===== src/hdl/mtc_pkg.sv =====
package mtc_pkg;

    localparam int TickWidth    = 64;
    localparam int DivisorWidth = 18;
    localparam int StepWidth    = 4;
    localparam int DigitWidth   = 8;
    localparam int PartialWidth = 26;
    localparam int RecipWidth   = 27;
    localparam int ProductWidth = 53;
    localparam int YearWidth    = 19;
    localparam int EraDayWidth  = 18;
    localparam int EraWidth     = 10;

    localparam logic [DivisorWidth-1:0] US_PER_MS     = 18'd1000;
    localparam logic [DivisorWidth-1:0] MS_PER_S      = 18'd1000;
    localparam logic [DivisorWidth-1:0] S_PER_MIN     = 18'd60;
    localparam logic [DivisorWidth-1:0] MIN_PER_H     = 18'd60;
    localparam logic [DivisorWidth-1:0] H_PER_DAY     = 18'd24;
    localparam logic [DivisorWidth-1:0] DAYS_PER_WEEK = 18'd7;
    localparam logic [DivisorWidth-1:0] DAYS_PER_ERA  = 18'd146097;

    // Each reciprocal is the ceiling of 2^s / d with s = 26 + ceil(log2 d), which gives the
    // exact quotient for every partial remainder below 2^26.
    localparam int RECIP_SHIFT_1000 = 36;
    localparam int RECIP_SHIFT_60   = 32;
    localparam int RECIP_SHIFT_24   = 31;
    localparam int RECIP_SHIFT_7    = 29;
    localparam int RECIP_SHIFT_ERA  = 44;

    localparam logic [RecipWidth-1:0] RECIP_1000 = RecipWidth'(
        ((64'd1 << RECIP_SHIFT_1000) + 64'(US_PER_MS) - 64'd1) / 64'(US_PER_MS));
    localparam logic [RecipWidth-1:0] RECIP_60 = RecipWidth'(
        ((64'd1 << RECIP_SHIFT_60) + 64'(S_PER_MIN) - 64'd1) / 64'(S_PER_MIN));
    localparam logic [RecipWidth-1:0] RECIP_24 = RecipWidth'(
        ((64'd1 << RECIP_SHIFT_24) + 64'(H_PER_DAY) - 64'd1) / 64'(H_PER_DAY));
    localparam logic [RecipWidth-1:0] RECIP_7 = RecipWidth'(
        ((64'd1 << RECIP_SHIFT_7) + 64'(DAYS_PER_WEEK) - 64'd1) / 64'(DAYS_PER_WEEK));
    localparam logic [RecipWidth-1:0] RECIP_ERA = RecipWidth'(
        ((64'd1 << RECIP_SHIFT_ERA) + 64'(DAYS_PER_ERA) - 64'd1) / 64'(DAYS_PER_ERA));

    localparam logic [YearWidth-1:0] EPOCH_YEAR    = 19'd1970;
    localparam logic [8:0]           YEARS_PER_ERA = 9'd400;
    localparam logic [8:0]           EPOCH_MOD_400 = 9'd370;
    localparam logic [6:0]           EPOCH_MOD_100 = 7'd70;
    localparam logic [63:0]          EPOCH_WEEKDAY = 64'd4;
    localparam logic [8:0]           DAYS_LEAP     = 9'd366;
    localparam logic [8:0]           DAYS_COMMON   = 9'd365;
    localparam logic [3:0]           LAST_MONTH    = 4'd11;

    typedef enum logic [2:0] {
        DIV_US, DIV_MS, DIV_SEC, DIV_MIN, DIV_HOUR, DIV_WDAY, DIV_ERA
    } div_sel_t;

    typedef enum logic [2:0] {
        ST_IDLE, ST_DIV_START, ST_DIV_WAIT, ST_YEAR_BASE, ST_CAL_START, ST_CAL_WAIT, ST_OUT
    } top_state_t;

    typedef enum logic [1:0] {
        CAL_IDLE, CAL_YEAR, CAL_MONTH
    } cal_phase_t;

    typedef struct packed {
        logic                    start;
        logic [TickWidth-1:0]    dividend;
        div_sel_t                sel;
        logic [StepWidth-1:0]    steps;
    } div_req_t;

    typedef struct packed {
        logic                    done;
        logic [TickWidth-1:0]    quotient;
        logic [DivisorWidth-1:0] remainder;
    } div_rsp_t;

    typedef struct packed {
        logic                   start;
        logic [YearWidth-1:0]   year;
        logic [EraDayWidth-1:0] days;
    } cal_req_t;

    typedef struct packed {
        logic                 done;
        logic [YearWidth-1:0] year;
        logic [3:0]           month;
        logic [4:0]           day;
    } cal_rsp_t;

    function automatic logic [DivisorWidth-1:0] div_divisor(input div_sel_t sel);
        case (sel)
            DIV_US:   return US_PER_MS;
            DIV_MS:   return MS_PER_S;
            DIV_SEC:  return S_PER_MIN;
            DIV_MIN:  return MIN_PER_H;
            DIV_HOUR: return H_PER_DAY;
            DIV_WDAY: return DAYS_PER_WEEK;
            DIV_ERA:  return DAYS_PER_ERA;
            default:  return US_PER_MS;
        endcase
    endfunction

    function automatic logic [RecipWidth-1:0] div_recip(input div_sel_t sel);
        case (sel)
            DIV_US, DIV_MS:   return RECIP_1000;
            DIV_SEC, DIV_MIN: return RECIP_60;
            DIV_HOUR:         return RECIP_24;
            DIV_WDAY:         return RECIP_7;
            DIV_ERA:          return RECIP_ERA;
            default:          return RECIP_1000;
        endcase
    endfunction

    function automatic logic [DigitWidth-1:0] div_digit(input logic [ProductWidth-1:0] prod,
                                                        input div_sel_t sel);
        case (sel)
            DIV_US, DIV_MS:   return prod[RECIP_SHIFT_1000 +: DigitWidth];
            DIV_SEC, DIV_MIN: return prod[RECIP_SHIFT_60 +: DigitWidth];
            DIV_HOUR:         return prod[RECIP_SHIFT_24 +: DigitWidth];
            DIV_WDAY:         return prod[RECIP_SHIFT_7 +: DigitWidth];
            DIV_ERA:          return prod[RECIP_SHIFT_ERA +: DigitWidth];
            default:          return prod[RECIP_SHIFT_1000 +: DigitWidth];
        endcase
    endfunction

    // Number of dividend bytes in each division.
    function automatic logic [StepWidth-1:0] div_steps(input div_sel_t sel);
        case (sel)
            DIV_US:   return 4'd8;
            DIV_MS:   return 4'd7;
            DIV_SEC:  return 4'd6;
            DIV_MIN:  return 4'd5;
            DIV_HOUR: return 4'd4;
            DIV_WDAY: return 4'd4;
            DIV_ERA:  return 4'd4;
            default:  return 4'd8;
        endcase
    endfunction

    function automatic logic [4:0] month_len(input logic [3:0] mon_idx, input logic leap);
        case (mon_idx)
            4'd0, 4'd2, 4'd4, 4'd6, 4'd7, 4'd9, 4'd11: return 5'd31;
            4'd3, 4'd5, 4'd8, 4'd10:                   return 5'd30;
            4'd1:                                      return leap ? 5'd29 : 5'd28;
            default:                                   return 5'd31;
        endcase
    endfunction

endpackage


===== src/hdl/mtc_divider.sv =====
module mtc_divider
    import mtc_pkg::*;
(
    input  logic     aclk,
    input  logic     aresetn,
    input  div_req_t req,
    output div_rsp_t rsp
);

    logic                    busy_reg, busy_next;
    logic                    fold_reg, fold_next;
    logic                    done_reg, done_next;
    logic [StepWidth-1:0]    cnt_reg, cnt_next;
    logic [TickWidth-1:0]    q_reg, q_next;
    logic [DivisorWidth-1:0] r_reg, r_next;
    div_sel_t                sel_reg, sel_next;
    logic [DigitWidth-1:0]   qd_reg, qd_next;

    logic [PartialWidth-1:0] part;
    logic [ProductWidth-1:0] prod;
    logic [PartialWidth-1:0] back;
    logic [PartialWidth-1:0] rem;
    logic [6:0]              align;

    // For each dividend byte, the quotient byte is first taken from a reciprocal product
    // and registered, then the partial remainder is formed from it.
    assign part  = {r_reg, q_reg[TickWidth-1 -: DigitWidth]};
    assign prod  = ProductWidth'(part) * ProductWidth'(div_recip(sel_reg));
    assign back  = PartialWidth'(qd_reg) * PartialWidth'(div_divisor(sel_reg));
    assign rem   = part - back;
    assign align = 7'd64 - {req.steps, 3'b000};

    always_comb begin
        busy_next = busy_reg;
        fold_next = fold_reg;
        done_next = 1'b0;
        cnt_next  = cnt_reg;
        q_next    = q_reg;
        r_next    = r_reg;
        sel_next  = sel_reg;
        qd_next   = qd_reg;
        if (req.start) begin
            q_next    = req.dividend << align;
            r_next    = '0;
            sel_next  = req.sel;
            cnt_next  = req.steps;
            fold_next = 1'b0;
            busy_next = 1'b1;
        end else if (busy_reg) begin
            if (!fold_reg) begin
                qd_next   = div_digit(prod, sel_reg);
                fold_next = 1'b1;
            end else begin
                q_next    = {q_reg[TickWidth-DigitWidth-1:0], qd_reg};
                r_next    = rem[DivisorWidth-1:0];
                cnt_next  = cnt_reg - 4'd1;
                fold_next = 1'b0;
                if (cnt_reg == 4'd1) begin
                    busy_next = 1'b0;
                    done_next = 1'b1;
                end
            end
        end
    end

    always_ff @(posedge aclk) begin
        if (!aresetn) begin
            busy_reg <= 1'b0;
            fold_reg <= 1'b0;
            done_reg <= 1'b0;
            cnt_reg  <= '0;
        end else begin
            busy_reg <= busy_next;
            fold_reg <= fold_next;
            done_reg <= done_next;
            cnt_reg  <= cnt_next;
        end
    end

    always_ff @(posedge aclk) begin
        q_reg   <= q_next;
        r_reg   <= r_next;
        sel_reg <= sel_next;
        qd_reg  <= qd_next;
    end

    assign rsp.done      = done_reg;
    assign rsp.quotient  = q_reg;
    assign rsp.remainder = r_reg;

endmodule


===== src/hdl/mtc_calendar.sv =====
module mtc_calendar
    import mtc_pkg::*;
(
    input  logic     aclk,
    input  logic     aresetn,
    input  cal_req_t req,
    output cal_rsp_t rsp
);

    cal_phase_t             phase_reg, phase_next;
    logic                   done_reg, done_next;
    logic [YearWidth-1:0]   year_reg, year_next;
    logic [EraDayWidth-1:0] day_reg, day_next;
    logic [6:0]             c100_reg, c100_next;
    logic [8:0]             c400_reg, c400_next;
    logic [3:0]             mon_reg, mon_next;

    logic                   leap;
    logic [8:0]             year_len;
    logic [4:0]             mon_len;

    // The counters track the year modulo 100 and modulo 400.
    assign leap     = (year_reg[1:0] == 2'b00 && c100_reg != 7'd0) || c400_reg == 9'd0;
    assign year_len = leap ? DAYS_LEAP : DAYS_COMMON;
    assign mon_len  = month_len(mon_reg, leap);

    always_comb begin
        phase_next = phase_reg;
        done_next  = 1'b0;
        year_next  = year_reg;
        day_next   = day_reg;
        c100_next  = c100_reg;
        c400_next  = c400_reg;
        mon_next   = mon_reg;
        case (phase_reg)
            CAL_IDLE: begin
                if (req.start) begin
                    year_next  = req.year;
                    day_next   = req.days;
                    c100_next  = EPOCH_MOD_100;
                    c400_next  = EPOCH_MOD_400;
                    mon_next   = '0;
                    phase_next = CAL_YEAR;
                end
            end
            CAL_YEAR: begin
                if (day_reg < {9'd0, year_len}) begin
                    phase_next = CAL_MONTH;
                end else begin
                    day_next  = day_reg - {9'd0, year_len};
                    year_next = year_reg + 19'd1;
                    c100_next = (c100_reg == 7'd99) ? 7'd0 : c100_reg + 7'd1;
                    c400_next = (c400_reg == 9'd399) ? 9'd0 : c400_reg + 9'd1;
                end
            end
            CAL_MONTH: begin
                if (mon_reg == LAST_MONTH || day_reg < {13'd0, mon_len}) begin
                    done_next  = 1'b1;
                    phase_next = CAL_IDLE;
                end else begin
                    day_next = day_reg - {13'd0, mon_len};
                    mon_next = mon_reg + 4'd1;
                end
            end
            default: phase_next = CAL_IDLE;
        endcase
    end

    always_ff @(posedge aclk) begin
        if (!aresetn) begin
            phase_reg <= CAL_IDLE;
            done_reg  <= 1'b0;
        end else begin
            phase_reg <= phase_next;
            done_reg  <= done_next;
        end
    end

    always_ff @(posedge aclk) begin
        year_reg <= year_next;
        day_reg  <= day_next;
        c100_reg <= c100_next;
        c400_reg <= c400_next;
        mon_reg  <= mon_next;
    end

    assign rsp.done  = done_reg;
    assign rsp.year  = year_reg;
    assign rsp.month = mon_reg + 4'd1;
    assign rsp.day   = day_reg[4:0] + 5'd1;

endmodule


===== src/hdl/microsecond_tick_to_calendar.sv =====
// Converts a signed count of microseconds since 1970-01-01 into Gregorian
// calendar fields. An item enters on s_valid and s_ready; its sign selects
// local kind and its magnitude is the time. The result leaves on m_valid and
// m_ready as year, month, day of month, hour, minute, second, millisecond,
// weekday (0 is Sunday) and the local flag.
// The block works on one item at a time and holds s_ready low from the
// accepted item until its result is taken. A shared divider does seven
// divisions by constants, one quotient byte at a time through a
// reciprocal product. A year-by-year walk inside a 400-year era then
// finds the year, and a month walk finds the month and day; a new item
// is accepted only after the previous result has been taken.
// A result waits in its output registers while m_ready is low, and the
// next item is accepted in the cycle after it is taken.
// Reset is synchronous and active low; it returns the block to idle and
// drops any item in progress.
module microsecond_tick_to_calendar
    import mtc_pkg::*;
(
    input  logic               aclk,
    input  logic               aresetn,
    input  logic               s_valid,
    output logic               s_ready,
    input  logic signed [63:0] s_signed_tick,
    output logic               m_valid,
    input  logic               m_ready,
    output logic [18:0]        m_year,
    output logic [3:0]         m_month,
    output logic [4:0]         m_day_of_month,
    output logic [4:0]         m_hour,
    output logic [5:0]         m_minute,
    output logic [5:0]         m_second,
    output logic [9:0]         m_millisecond,
    output logic [2:0]         m_weekday,
    output logic               m_is_local
);

    top_state_t             state_reg, state_next;
    div_sel_t               sel_reg, sel_next;
    logic [TickWidth-1:0]   t_reg, t_next;
    logic                   neg_reg, neg_next;
    logic [9:0]             ms_reg, ms_next;
    logic [5:0]             sec_reg, sec_next;
    logic [5:0]             min_reg, min_next;
    logic [4:0]             hr_reg, hr_next;
    logic [2:0]             wday_reg, wday_next;
    logic [EraWidth-1:0]    era_reg, era_next;
    logic [EraDayWidth-1:0] eday_reg, eday_next;
    logic [YearWidth-1:0]   ybase_reg, ybase_next;
    logic [YearWidth-1:0]   year_reg, year_next;
    logic [3:0]             month_reg, month_next;
    logic [4:0]             dom_reg, dom_next;

    logic [TickWidth-1:0]   raw;
    logic [TickWidth-1:0]   mag;
    logic [YearWidth-1:0]   era_years;
    div_req_t               div_req;
    div_rsp_t               div_rsp;
    cal_req_t               cal_req;
    cal_rsp_t               cal_rsp;

    assign raw       = s_signed_tick;
    assign mag       = raw[63] ? (~raw + 64'd1) : raw;
    assign era_years = YearWidth'(era_reg) * YearWidth'(YEARS_PER_ERA);

    assign div_req.start    = state_reg == ST_DIV_START;
    assign div_req.dividend = (sel_reg == DIV_WDAY) ? t_reg + EPOCH_WEEKDAY : t_reg;
    assign div_req.sel      = sel_reg;
    assign div_req.steps    = div_steps(sel_reg);

    assign cal_req.start = state_reg == ST_CAL_START;
    assign cal_req.year  = ybase_reg;
    assign cal_req.days  = eday_reg;

    mtc_divider u_divider (
        .aclk    (aclk),
        .aresetn (aresetn),
        .req     (div_req),
        .rsp     (div_rsp)
    );

    mtc_calendar u_calendar (
        .aclk    (aclk),
        .aresetn (aresetn),
        .req     (cal_req),
        .rsp     (cal_rsp)
    );

    always_comb begin
        state_next = state_reg;
        sel_next   = sel_reg;
        t_next     = t_reg;
        neg_next   = neg_reg;
        ms_next    = ms_reg;
        sec_next   = sec_reg;
        min_next   = min_reg;
        hr_next    = hr_reg;
        wday_next  = wday_reg;
        era_next   = era_reg;
        eday_next  = eday_reg;
        ybase_next = ybase_reg;
        year_next  = year_reg;
        month_next = month_reg;
        dom_next   = dom_reg;
        case (state_reg)
            ST_IDLE: begin
                if (s_valid) begin
                    t_next     = mag;
                    neg_next   = raw[63];
                    sel_next   = DIV_US;
                    state_next = ST_DIV_START;
                end
            end
            ST_DIV_START: state_next = ST_DIV_WAIT;
            ST_DIV_WAIT: begin
                if (div_rsp.done) begin
                    state_next = ST_DIV_START;
                    case (sel_reg)
                        DIV_US: begin
                            t_next   = div_rsp.quotient;
                            sel_next = DIV_MS;
                        end
                        DIV_MS: begin
                            t_next   = div_rsp.quotient;
                            ms_next  = div_rsp.remainder[9:0];
                            sel_next = DIV_SEC;
                        end
                        DIV_SEC: begin
                            t_next   = div_rsp.quotient;
                            sec_next = div_rsp.remainder[5:0];
                            sel_next = DIV_MIN;
                        end
                        DIV_MIN: begin
                            t_next   = div_rsp.quotient;
                            min_next = div_rsp.remainder[5:0];
                            sel_next = DIV_HOUR;
                        end
                        DIV_HOUR: begin
                            t_next   = div_rsp.quotient;
                            hr_next  = div_rsp.remainder[4:0];
                            sel_next = DIV_WDAY;
                        end
                        DIV_WDAY: begin
                            wday_next = div_rsp.remainder[2:0];
                            sel_next  = DIV_ERA;
                        end
                        DIV_ERA: begin
                            era_next   = div_rsp.quotient[EraWidth-1:0];
                            eday_next  = div_rsp.remainder;
                            state_next = ST_YEAR_BASE;
                        end
                        default: state_next = ST_IDLE;
                    endcase
                end
            end
            ST_YEAR_BASE: begin
                ybase_next = EPOCH_YEAR + era_years;
                state_next = ST_CAL_START;
            end
            ST_CAL_START: state_next = ST_CAL_WAIT;
            ST_CAL_WAIT: begin
                if (cal_rsp.done) begin
                    year_next  = cal_rsp.year;
                    month_next = cal_rsp.month;
                    dom_next   = cal_rsp.day;
                    state_next = ST_OUT;
                end
            end
            ST_OUT: begin
                if (m_ready) begin
                    state_next = ST_IDLE;
                end
            end
            default: state_next = ST_IDLE;
        endcase
    end

    always_ff @(posedge aclk) begin
        if (!aresetn) begin
            state_reg <= ST_IDLE;
            sel_reg   <= DIV_US;
        end else begin
            state_reg <= state_next;
            sel_reg   <= sel_next;
        end
    end

    always_ff @(posedge aclk) begin
        t_reg     <= t_next;
        neg_reg   <= neg_next;
        ms_reg    <= ms_next;
        sec_reg   <= sec_next;
        min_reg   <= min_next;
        hr_reg    <= hr_next;
        wday_reg  <= wday_next;
        era_reg   <= era_next;
        eday_reg  <= eday_next;
        ybase_reg <= ybase_next;
        year_reg  <= year_next;
        month_reg <= month_next;
        dom_reg   <= dom_next;
    end

    assign s_ready        = state_reg == ST_IDLE;
    assign m_valid        = state_reg == ST_OUT;
    assign m_year         = year_reg;
    assign m_month        = month_reg;
    assign m_day_of_month = dom_reg;
    assign m_hour         = hr_reg;
    assign m_minute       = min_reg;
    assign m_second       = sec_reg;
    assign m_millisecond  = ms_reg;
    assign m_weekday      = wday_reg;
    assign m_is_local     = neg_reg;

endmodule


===== config.mk =====
export PLATFORM = sky130hd
export DESIGN_NAME = microsecond_tick_to_calendar
export DESIGN_NICKNAME = d
export VERILOG_FILES = /design/src/hdl/mtc_pkg.sv /design/src/hdl/mtc_divider.sv /design/src/hdl/mtc_calendar.sv /design/src/hdl/microsecond_tick_to_calendar.sv
export SDC_FILE = /design/constraint.sdc
export NUM_CORES = 2
export LEC_CHECK = 0
export BUFFER_PORTS_ARGS = -buffer_cell sky130_fd_sc_hd__buf_2
export CORE_UTILIZATION = 65
export DETAILED_ROUTE_END_ITERATION = 16
export PLACE_DENSITY = 0.95
export SYNTH_ARGS = -nofsm -noshare
export SYNTH_HDL_FRONTEND = slang
export SYNTH_SLANG_ARGS = --single-unit

===== constraint.sdc =====
create_clock -name aclk -period 9.1 [get_ports aclk]
set_clock_uncertainty 0.2 [all_clocks]
set_input_delay 1.365 -clock aclk [delete_from_list [all_inputs] [get_ports aclk]]
set_output_delay 1.365 -clock aclk [all_outputs]
set_load 0.02 [all_outputs]

* Word level (Yosys, flattened, before mapping)
Cells that the tools add are included.
Word-level totals: bits in registers 336, bits of input ports 68, output and inout port bits 61, logic and storage cells 192
Operators by class: add/sub/neg operators 13, multiply operators 3, order comparisons 2, equal/unequal tests 39, shift operators 1, muxes and demuxes 58, bitwise logic cells 5, reduce and logical (&&, ||, !) cells 41
Operators with widths (count):
- 2-to-1 mux 64 bit | 8
- case mux 64 bit (2 select lines) | 1
- case mux 26 bit (4 select lines) | 1
- case mux 18 bit (4 select lines) | 1
- adder 64 x 1 -> 64 bit (second input constant) | 1
- adder 64 x 3 -> 64 bit (second input constant) | 1
- NOT 64 bit | 1
- left shift 64 x 7 -> 64 bit | 1
- 2-to-1 mux 18 bit | 3
- case mux 18 bit (3 select lines) | 1
- multiplier 26 x 27 -> 52 bit | 1
- 2-to-1 mux 19 bit | 2
- case mux 19 bit (2 select lines) | 1
- case mux 8 bit (4 select lines) | 1
- AND reduction 3 bit | 10
- equality test 3 bit (second input constant) | 9
- 2-to-1 mux 9 bit | 3
- 2-to-1 mux 7 bit | 3
- case mux 3 bit (7 select lines) | 1
- 2-to-1 mux 4 bit | 5
- adder 11 x 19 -> 19 bit (first input constant) | 1
- adder 19 x 1 -> 19 bit (second input constant) | 1
- equality test 3 x 2 -> 1 bit (second input constant) | 6
- < comparator 18 x 5 -> 1 bit | 1
- 52 further kinds | 98

* Logic depth before layout (Yosys ltp)
word-level depth 9, gate-level depth with buffers 32, depth with buffers taken out 30

* By module
From an unflattened synthesis, not the netlist that was laid out.
Unflattened totals: cell total of the unflattened synthesis 4589, area, all modules 43857.1 µm²
By module, submodules not included:
- mtc_divider | times used 1, cells an instance 3205, area each 29702.2 µm², sequential area each 2752.6 µm²
- microsecond_tick_to_calendar | times used 1, cells an instance 927, area each 9900.7 µm², sequential area each 5104.9 µm²
- mtc_calendar | times used 1, cells an instance 457, area each 4254.1 µm², sequential area each 1771.7 µm²

* Least setup slack after synthesis
OpenSTA, ideal clock, no wires.
path kind reg-to-reg, start register u_divider.sel_reg[0], end register u_divider.qd_reg[4] (data pin), library setup time 0.273 ns, data arrival time 7.767 ns, required time 8.627 ns, path slack 0.860 ns, stages on the path, launching flop included 32, buffers on the path 4, clock period less this slack 8.240 ns, cells stage by stage edfxtp_1 -> clkbuf_1 -> nand2b_1 -> clkbuf_1 -> nor2_1 -> clkbuf_1 -> clkbuf_1 -> nand2_1 -> inv_1 -> nor2_1 -> fa_1 -> inv_1 -> fa_1 -> inv_1 -> fa_1 -> fa_1 -> inv_1 -> fa_1 -> fa_1 -> inv_1 -> fa_1 -> inv_1 -> ha_1 -> nand3_1 -> nor2_1 -> a211oi_1 -> a31oi_1 -> nor3_1 -> o211ai_1 -> a21oi_1 -> mux2i_1 -> o221ai_1
Between the ends: cells in the longest elaborated chain, start to end 5, elaborated cells on any way between the ends 9, classes of those cells 1 x mul; 5 x eq/ne; 2 x mux; 1 x reduce/logical
RTL lines:
- from (decl) | line mtc_divider.sv:16 | div_sel_t sel_reg, sel_next;
- from (signal assigned) | line mtc_divider.sv:83 | sel_reg <= sel_next;
- equality test 3 x 2 -> 1 bit | line mtc_pkg.sv:102, mtc_pkg.sv:114
- OR reduction 2 bit (no line)
- case mux 26 bit (4 select lines) | line mtc_pkg.sv:102 | case (sel)
- multiplier 26 x 27 -> 52 bit | line mtc_divider.sv:28 | assign prod = ProductWidth'(part) * ProductWidth'(div_recip(sel_reg));
- case mux 8 bit (4 select lines) (*) | line mtc_pkg.sv:114 | case (sel)
- to (signal assigned) | line mtc_divider.sv:84 | qd_reg <= qd_next;
- to (decl) | line mtc_divider.sv:17 | logic [DigitWidth-1:0] qd_reg, qd_next;
Mark *: on every way between the ends. The rest lies on a longest branch, timed or not. A chain may end at the register's enable or synchronous reset.

* Final worst setup path
start register u_divider.sel_reg[2], end register u_divider.qd_reg[7] (data pin)
Same word-level chain as after synthesis.

==> results.json <==
{
  "grt_pass1_vias": 36860,
  "synth_edf_count": 298,
  "cp_common_cell": "fa_1",
  "numPortBuffers": 128,
  "fin_area_mm2": 0.04626,
  "die_area_mm2": 0.06729,
  "die_w_um": 259.4,
  "rsz0062_at_grt": "yes",
  "tightest_slew_ps": 1272,
  "ctsHoldBuffers": 0,
  "place_congestion": 1.098,
  "cts.path.max_buffers": 3,
  "vias": 35180,
  "tritoncts": "built",
  "status": "completed",
  "crit_path_end_kind": "register",
  "drive_gt1_share_pct": 8.060,
  "hpwlAfterDp_mm": 108.3,
  "setup-tns-final_ps": 0,
  "synth.avg_cell_area_um2": 9.533,
  "period_share_pct": 97.63,
  "wl_per_cell_um": 25.18,
  "synth-async-reset-ratio_pct": 0,
  "cp_slowest_cell": "fa_1",
  "max_clock_freq_mhz": 112.6,
  "fp.dieH_um": 259.4,
  "final_nets": 5650,
  "setup_viol": 0,
  "max_slew_margin_pct": 14.71,
  "clock_sinks": 332,
  "period_minus_slack_ps": 8885,
  "cts_resized": 1,
  "cts_buffers": 34,
  "cap_viol_max_count": 0,
  "crit_type": "register to register",
  "drv_slew": 0,
  "placed_area_mm2": 0.04510,
  "fp-row-count": 94,
  "mostFrequentLayoutCells": "inv_1, fa_1, nand2_1, edfxtp_1, ha_1",
  "grt_pass1_wl_mm": 214.1,
  "routed_via_density": 6.389,
  "yosysWarnings": 0,
  "io_pins": 129,
  "post-route-util_pct": 70.49,
  "antenna_left": 0,
  "synth_cell_type_count": 78,
  "cp.arrival_ps": 8970,
  "clockRootBuffer": "clkbuf_16",
  "synth_cells": 4518,
  "syn2layout_area_growth_pct": 7.411,
  "worst_setup_path_start_kind": "register",
  "holdWs_ps": 307.5,
  "drt_iter0_markers": 4404,
  "synth_area_mm2": 0.04307,
  "syn_nets": 5552,
  "critPathRequiredTime_ps": 9190,
  "insertion_delay_ps": 560,
  "grt_max_degree": 71,
  "drt_wl_total_mm": 138.7,
  "r2r_setup_slack_ps": 220,
  "slowest_delay_ps": 570,
  "start_util_pct": 65.63,
  "firstDrtPassIters": 8,
  "ys.flop_type": "edfxtp_1",
  "clk_pin_slew_ps": 70,
  "antenna_found_initial": 3,
  "h-tree-depth": 2,
  "hold_class": "register to register",
  "drc": 0,
  "mostFrequentLayoutCell": "inv_1",
  "hold_viol": 0,
  "ys_ff_latch": 332,
  "path_max_fanout": 9,
  "track_usage_pct": 42.41,
  "core_mm2": 0.06563,
  "grt.overflow.total": 0,
  "cts_setup_buffers": 0,
  "seq_area_frac_synth_pct": 22.36
}
[metal layers]
layer	vias up	share of wire (%)	track usage, %
met3	716	12	10.44
met4	0	8.2	27.61
li1	14710	-	-
met2	2792	45	65.63
met5	-	0	0
met1	16960	34	53.36
[metrics by stage]
step                      setup slack, ps  std cells
final                               215.2       5506
after global routing               -39.05       5506
after CTS                           49.46       5504
after detailed placement            30.02       5444
after global placement              128.4       5444
after floorplan                     859.8       4518
[cell usage after synthesis, types with 21 or more instances]
master | n | area, um2
xor2_1 | 138 | 1209
nor2_1 | 263 | 987.2
o21ai_0 | 182 | 910.9
buf_1 | 22 | 82.58
a21oi_1 | 138 | 690.7
nand2b_1 | 32 | 200.2
nor2b_1 | 26 | 162.7
clkbuf_1 | 165 | 619.3
nor3_1 | 66 | 330.3
dfxtp_1 | 34 | 680.7
or3_1 | 24 | 150.1
fa_1 | 669 | 13390
nand4_1 | 25 | 156.4
mux2i_1 | 38 | 380.4
a21o_1 | 32 | 240.2
a31oi_1 | 21 | 131.4
edfxtp_1 | 298 | 8949
and2_1 | 105 | 656.9
and3_1 | 88 | 550.5
nand2_1 | 506 | 1899
ha_1 | 297 | 3716
inv_1 | 858 | 3221
a211oi_1 | 22 | 165.2
a22o_1 | 25 | 219.0
xnor2_1 | 89 | 779.5
nand3_1 | 87 | 435.4
[final timing paths]
check	end	from	cells after the start
max	u_divider.qd_reg[7]	u_divider.sel_reg[2]	28
min	m_year[18]	u_calendar.year_reg[18]	0
max reg2reg	u_divider.qd_reg[7]	u_divider.sel_reg[2]	28
min reg2reg	m_year[18]	u_calendar.year_reg[18]	0
[worst max-delay path, delay by kind of cell, from the launching register on]
kind	cells	cell delay, ps
simple gates	8	1420
buf+inv	6	710
compound gates	5	1600
flops	1	480
xor+xnor	1	270
fa+ha+maj	8	3920
[kinds of logic after synthesis]
kind of cell | Yosys count | share of synthesized area, %
AOI/OAI and AO/OA | 594 | 8.704
xor gates and xnor gates | 227 | 4.616
adders and majority gates | 966 | 39.72
buffers and inverters | 1051 | 9.160
DFF | 332 | 22.36
muxes | 51 | 1.223
other | 1 | 0.008707
and+or+nand+nor | 1296 | 14.21
[layout make-up]
class	instances	area, um2
fill	4691	19370
tap	864	1081
clock buffer	40	904.6
clock inverter	20	211.5
antenna	2	5.005
multi-input combinational	3135	29590
timing repair buffer	249	1594
inverter	864	3247
sequential	332	9629
Power is not shown: default switching activity piles up to over one toggle a cycle in this logic, so the estimate is an artifact.
